## src/hdl/rc4sc_pkg.sv

```systemverilog
// ----------------------------------------------------------------------------
// rc4sc_pkg
// Shared constants and types of the RC4 stream cipher unit: byte and table
// sizes, command codes and the write beat of the permutation memory.
// ----------------------------------------------------------------------------
package rc4sc_pkg;

  localparam int BYTE_W      = 8;
  localparam int PERM_DEPTH  = 256;
  localparam int KEY_MAX_DEF = 256;

  localparam logic CMD_KEY  = 1'b0;
  localparam logic CMD_DATA = 1'b1;

  typedef logic [BYTE_W-1:0] byte_t;

  typedef struct packed {
    logic  en;
    byte_t addr;
    byte_t data;
  } perm_wr_t;

endpackage

```

## src/hdl/rc4sc_perm_mem.sv

```systemverilog
// ----------------------------------------------------------------------------
// rc4sc_perm_mem
// 256-entry permutation memory, one write and one read per cycle, read data
// registered. A per-entry valid bit makes unwritten entries read as
// their own index, so a clear restores the identity permutation at once.
// A read of the entry written in the same cycle returns the new data.
// ----------------------------------------------------------------------------
module rc4sc_perm_mem (
  input  logic                clk,
  input  logic                rst_n,
  input  logic                clr,
  input  rc4sc_pkg::perm_wr_t wr,
  input  rc4sc_pkg::byte_t    rd_addr,
  output rc4sc_pkg::byte_t    rd_data
);

  rc4sc_pkg::byte_t                     mem [rc4sc_pkg::PERM_DEPTH];
  logic [rc4sc_pkg::PERM_DEPTH-1:0]     valid_r;
  rc4sc_pkg::byte_t                     mem_q_r;
  rc4sc_pkg::byte_t                     rd_addr_r;
  logic                                 vld_q_r;
  logic                                 hit_r;
  rc4sc_pkg::byte_t                     hit_data_r;

  always_ff @(posedge clk) begin
    if (wr.en) begin
      mem[wr.addr] <= wr.data;
    end
    mem_q_r    <= mem[rd_addr];
    rd_addr_r  <= rd_addr;
    hit_data_r <= wr.data;
  end

  always_ff @(posedge clk) begin
    if (!rst_n) begin
      valid_r <= '0;
      vld_q_r <= 1'b0;
      hit_r   <= 1'b0;
    end else begin
      // clear wins over a write in the same cycle
      if (clr) begin
        valid_r <= '0;
      end else if (wr.en) begin
        valid_r[wr.addr] <= 1'b1;
      end
      vld_q_r <= valid_r[rd_addr];
      hit_r   <= wr.en && (wr.addr == rd_addr);
    end
  end

  assign rd_data = hit_r   ? hit_data_r :
                   vld_q_r ? mem_q_r    : rd_addr_r;

endmodule

```

## config.mk

```make
export PLATFORM = sky130hd
export DESIGN_NAME = rc4sc_perm_mem
export DESIGN_NICKNAME = d
export VERILOG_FILES = /design/src/hdl/rc4sc_pkg.sv /design/src/hdl/rc4sc_perm_mem.sv
export SDC_FILE = /design/constraint.sdc
export NUM_CORES = 2
export LEC_CHECK = 0
export BUFFER_PORTS_ARGS = -buffer_cell sky130_fd_sc_hd__buf_2
export CELL_PAD_IN_SITES_DETAIL_PLACEMENT = 1
export CELL_PAD_IN_SITES_GLOBAL_PLACEMENT = 1
export CORE_MARGIN = 8
export CORE_UTILIZATION = 53
export CTS_BUF_LIST = sky130_fd_sc_hd__clkbuf_16
export DETAILED_ROUTE_END_ITERATION = 6
export PLACE_DENSITY = 0.74
export SYNTH_ARGS = -nofsm -noshare
export SYNTH_HDL_FRONTEND = slang
export SYNTH_SLANG_ARGS = --single-unit
```

## constraint.sdc

```tcl
create_clock -name clk -period 6.1 [get_ports clk]
set_input_delay 0.915 -clock clk [delete_from_list [all_inputs] [get_ports clk]]
set_output_delay 0.915 -clock clk [all_outputs]
set_load 0.01 [all_outputs]
```

Yosys cells after proc, flatten, opt, wreduce, memory -nomap -nowiden --
Memory sizes are Yosys's and may differ from the RTL's. A register that Yosys moved wholly into a read port is not among the register bits. Cells that the tools add are included.
Word-level totals: bits in registers 274, output and inout bits 8, bits in writable memories 2048, memories kept 1
Operators by class: reduce and logical (&&, ||, !) cells 3, $lt $le $gt $ge 3, multiplexer cells 8, bitwise logic cells 2, equal/unequal tests 1
Memory list:
- mem | words 256, width 8, read ports 1, clocked after Yosys merged registers in 1, write ports 1, line rc4sc_perm_mem.sv:17 | rc4sc_pkg::byte_t mem [rc4sc_pkg::PERM_DEPTH];
Operators with widths (number):
- 256-bit OR | 1
- 8-bit by 9-bit less-than comparator with 1-bit output, second input constant | 2
- 8-bit 2-to-1 mux | 2
- 1-bit binary-select mux with 8-bit select | 1
- 1-bit demux with 8-bit select | 1
- 8-bit equality test | 1
- 8-bit by 1-bit >= comparator with 1-bit output, second input constant | 1
- 1-bit 2-to-1 mux | 4
- 1-bit logical AND | 2
- 2-bit OR reduction | 1
- 1-bit NOT | 1

Depth between registers and ports, before layout --
depth after elaboration 5, depth in mapped cells 11

Worst setup path before layout --
Ideal clock, no wire load.
path type in2reg, start point input rd_addr[1], end point register mem_q_r[6] (read register of mem), buffers on the path 3, arrival time 2.711 ns, stages on the path 8, required time 5.962 ns, setup slack 3.251 ns, cells stage by stage buf_2 clkbuf_1 clkbuf_1 mux4_2 a22oi_1 a21oi_1 o41ai_1 nand4_1
RTL lines:
- start, declared | line rc4sc_perm_mem.sv:13 | input rc4sc_pkg::byte_t rd_addr,
- end, declared | line rc4sc_perm_mem.sv:19 | rc4sc_pkg::byte_t mem_q_r;

==> results.json <==
{
  "vias": 46900,
  "cpMostUsedCell": "buf_12",
  "p_leak_nw": 30.8,
  "drt_pass1_iterations": 5,
  "routed_wl_um": 248000,
  "rows": 150,
  "cp_slowest_stage_delay_ps": 1390,
  "hold_start": "rd_addr[7]",
  "synth_area_per_cell_sq_um": 19.2,
  "hold_violations": 0,
  "gp_congestion": 0.827,
  "cts_tree": "built",
  "drv_slew": 2,
  "ys_warn_count": 0,
  "ir_drop_mv": 0.394,
  "rr_startpoint": "mem[42][1]",
  "num_io_pins": 36,
  "synth_top_family_by_area": "multiplexers",
  "viasPerCell": 6.59,
  "tns_ps": 0,
  "die_x_um": 425,
  "drtAntennaViolNets": 0,
  "slew_headroom": -0.0549,
  "initial_utilization": 0.532,
  "grt_pass1_wl_um": 358000,
  "clk_latency_ps": 860,
  "worst_pin_slew_ps": 1560,
  "nNetsFinal": 4739,
  "io_buffers": 35,
  "critical_path.startpoint_type": "input port",
  "clock-sinks": 2330,
  "drc": 0,
  "drive_gt1_frac": 0.222,
  "drtIter0Drc": 5392,
  "multiInputGateArea_sq_mm": 0.0202,
  "grt_pass1_vias": 48900,
  "cts_hold_buf": 0,
  "maxCapViolations": 1,
  "die_h_um": 425,
  "place_hpwl_um": 151000,
  "post-cts-setup-buffers": 0,
  "grt_overflow": 0,
  "ys_ff_latch": 2330,
  "post_cts_resize_count": 0,
  "path_clk_slew_ps": 60,
  "synth_ff_type": "edfxtp_1",
  "grt_util_all_layers": 0.273,
  "seqCellArea_sq_mm": 0.0671,
  "violations": "capacitance limit, slew limit",
  "yosys.area_share.simple": 0.0388,
  "synth_mux_area_frac": 0.146,
  "end_kind": "flip-flop",
  "status": "finished, violations left",
  "async_flop_share": 0,
  "syn_area_sq_mm": 0.0886,
  "crit_chain": "buf_8, buf_12, buf_12, mux4_2, a22oi_1, a21oi_1, o41ai_1, nand4_1",
  "worst_path_max_delay_cell": "o41ai_1",
  "die_area_sq_mm": 0.181,
  "synth-edff-count": 2048,
  "synth_xor_area_frac": 0.000791,
  "syn_nets": 4635,
  "core_sq_mm": 0.167,
  "syn_to_final_growth_pct": 11.7,
  "yosysSeqAreaShare": 0.758,
  "cp-startpoint": "rd_addr[1]",
  "rsz0062_at_grt": "no",
  "pre_cts_ws_ps": 1370,
  "critPathRequiredTime_ps": 6760,
  "critPathKind": "in -> reg",
  "htree_levels": 4,
  "synth_cells": 4607,
  "critPathArrivalTime_ps": 4690,
  "layout_min_cycle_time_ps": 4030,
  "cts_root_buf": "clkbuf_16",
  "antenna_found_initial": 18,
  "synth_compound_area_frac": 0.0408,
  "numCtsBuffers": 228,
  "synth-adder-area-share": 0,
  "hold_path.class": "in -> reg",
  "setup_ws_ps": 2070,
  "fmax_mhz": 248,
  "power_density_mw_per_mm2": 330,
  "grt_max_degree": 195,
  "fillers": 14100,
  "synth.distinct_cells": 47,
  "skew_ps": 35.7,
  "clockBufferDepth": 3,
  "cp_max_fo": 63,
  "setup-violations-final": 0,
  "post-route-period-util": 0.661,
  "wire_per_inst_um": 34.9
}
==> registers in the layout, summed over array words and instances, names as in the netlist <==
name        count
rd_addr_r       8
mem_q_r         8
vld_q_r         1
hit_r           1
valid_r       256
hit_data_r      8
mem          2048
==> through the flow <==
step                total power [mW]   util  instance area, sq um  cells  hold WS (ps)
floorplan                       18.5      -                 88600   4607           432
global placement                19.2  0.550                 91700   6685           443
detailed placement              19.3  0.550                 91700   6685           457
CTS                             32.8  0.594                 99000   7117           379
global route                    33.4  0.594                 99000   7117           392
finish                          32.7  0.594                 99000   7123           449
==> placed cells by master, fill, tap and decap left out, drive strengths merged, types with 3 or more instances in the layout <==
cell type and n:
nand2 49, mux4 559, nand4 21, and2 3
bufinv 18, o221ai 12, buf 162, nor3 3
edfxtp 2048, clkinvlp 9, nor2 725, a22oi 257
clkbuf 234, o21ai 10, o21ba 29, o41ai 34
mux2i 37, nand2b 6, nor2b 19, nand3 25
a211oi 4, diode 6, a21oi 149, or2 3
inv 57, dfxtp 282, and3 3, xnor2 8
o22ai 6, clkinv 119
==> worst max-delay path: cells and delay by family <==
family          cells  cell delay (ps)
buf+inv             3             1160
mux                 1              370
compound gates      3             1890
simple gates        1              210
==> area by class of cell <==
| cell class | instances | area share |
|---|---|---|
| diodes | 6 | 0.000152 |
| clock buffers | 233 | 0.0589 |
| clock inverters | 199 | 0.0151 |
| inverters | 4 | 0.000152 |
| multi-input cells | 1984 | 0.204 |
| flip-flops and latches | 2330 | 0.678 |
| well taps | 2204 | 0.0279 |
| repair buffers | 163 | 0.0159 |
==> worst paths after layout <==
path / endpoint / slack [ps] / cells after the start
setup / recovery: mem_q_r[1] / 2070 / 8
hold / removal: rd_addr_r[7] / 450 / 1
setup reg to reg: mem_q_r[1] / 2940 / 5
hold reg to reg: valid_r[133] / 470 / 2
==> layer usage <==
| metal | track usage | part of all wire | vias to the layer above |
|---|---|---|---|
| met5 | 0 | 0.00017 | - |
| met4 | 0.0988 | 0.038 | 6 |
| met3 | 0.0565 | 0.084 | 477 |
| met2 | 0.442 | 0.49 | 2252 |
| met1 | 0.372 | 0.39 | 25300 |
| li1 | - | - | 18800 |
==> where the power goes <==
group	internal [mW]	total (mW)	switching [mW]
Sequential	17.4	17.4	0.0337
Combinational	0.505	1.54	1.03
Clock	7.68	13.7	6.07
==> logic make-up (layout without fill, tap and decap cells) <==
logic type	count (synthesis)	count (layout)
mux	597	597
buf+inv	293	599
xor+xnor	8	8
compound gates	516	516
flops	2330	2330
simple gates	863	863
other cells	0	6
==> cell usage after synthesis (all sizes together), types with 8 or more instances <==
cell	n	area, sq um
o221ai	12	105
mux4	559	12600
nor2	725	2720
nand4	21	131
buf	106	666
mux2i	37	370
dfxtp	282	5650
edfxtp	2048	61500
o21ai	10	50.1
a21oi	149	746
nor2b	19	119
clkbuf	183	687
nand3	25	125
nand2	49	184
o41ai	34	298
xnor2	8	70.1
a22oi	257	1930
o21ba	29	290
(Power assumes the default switching activity.)
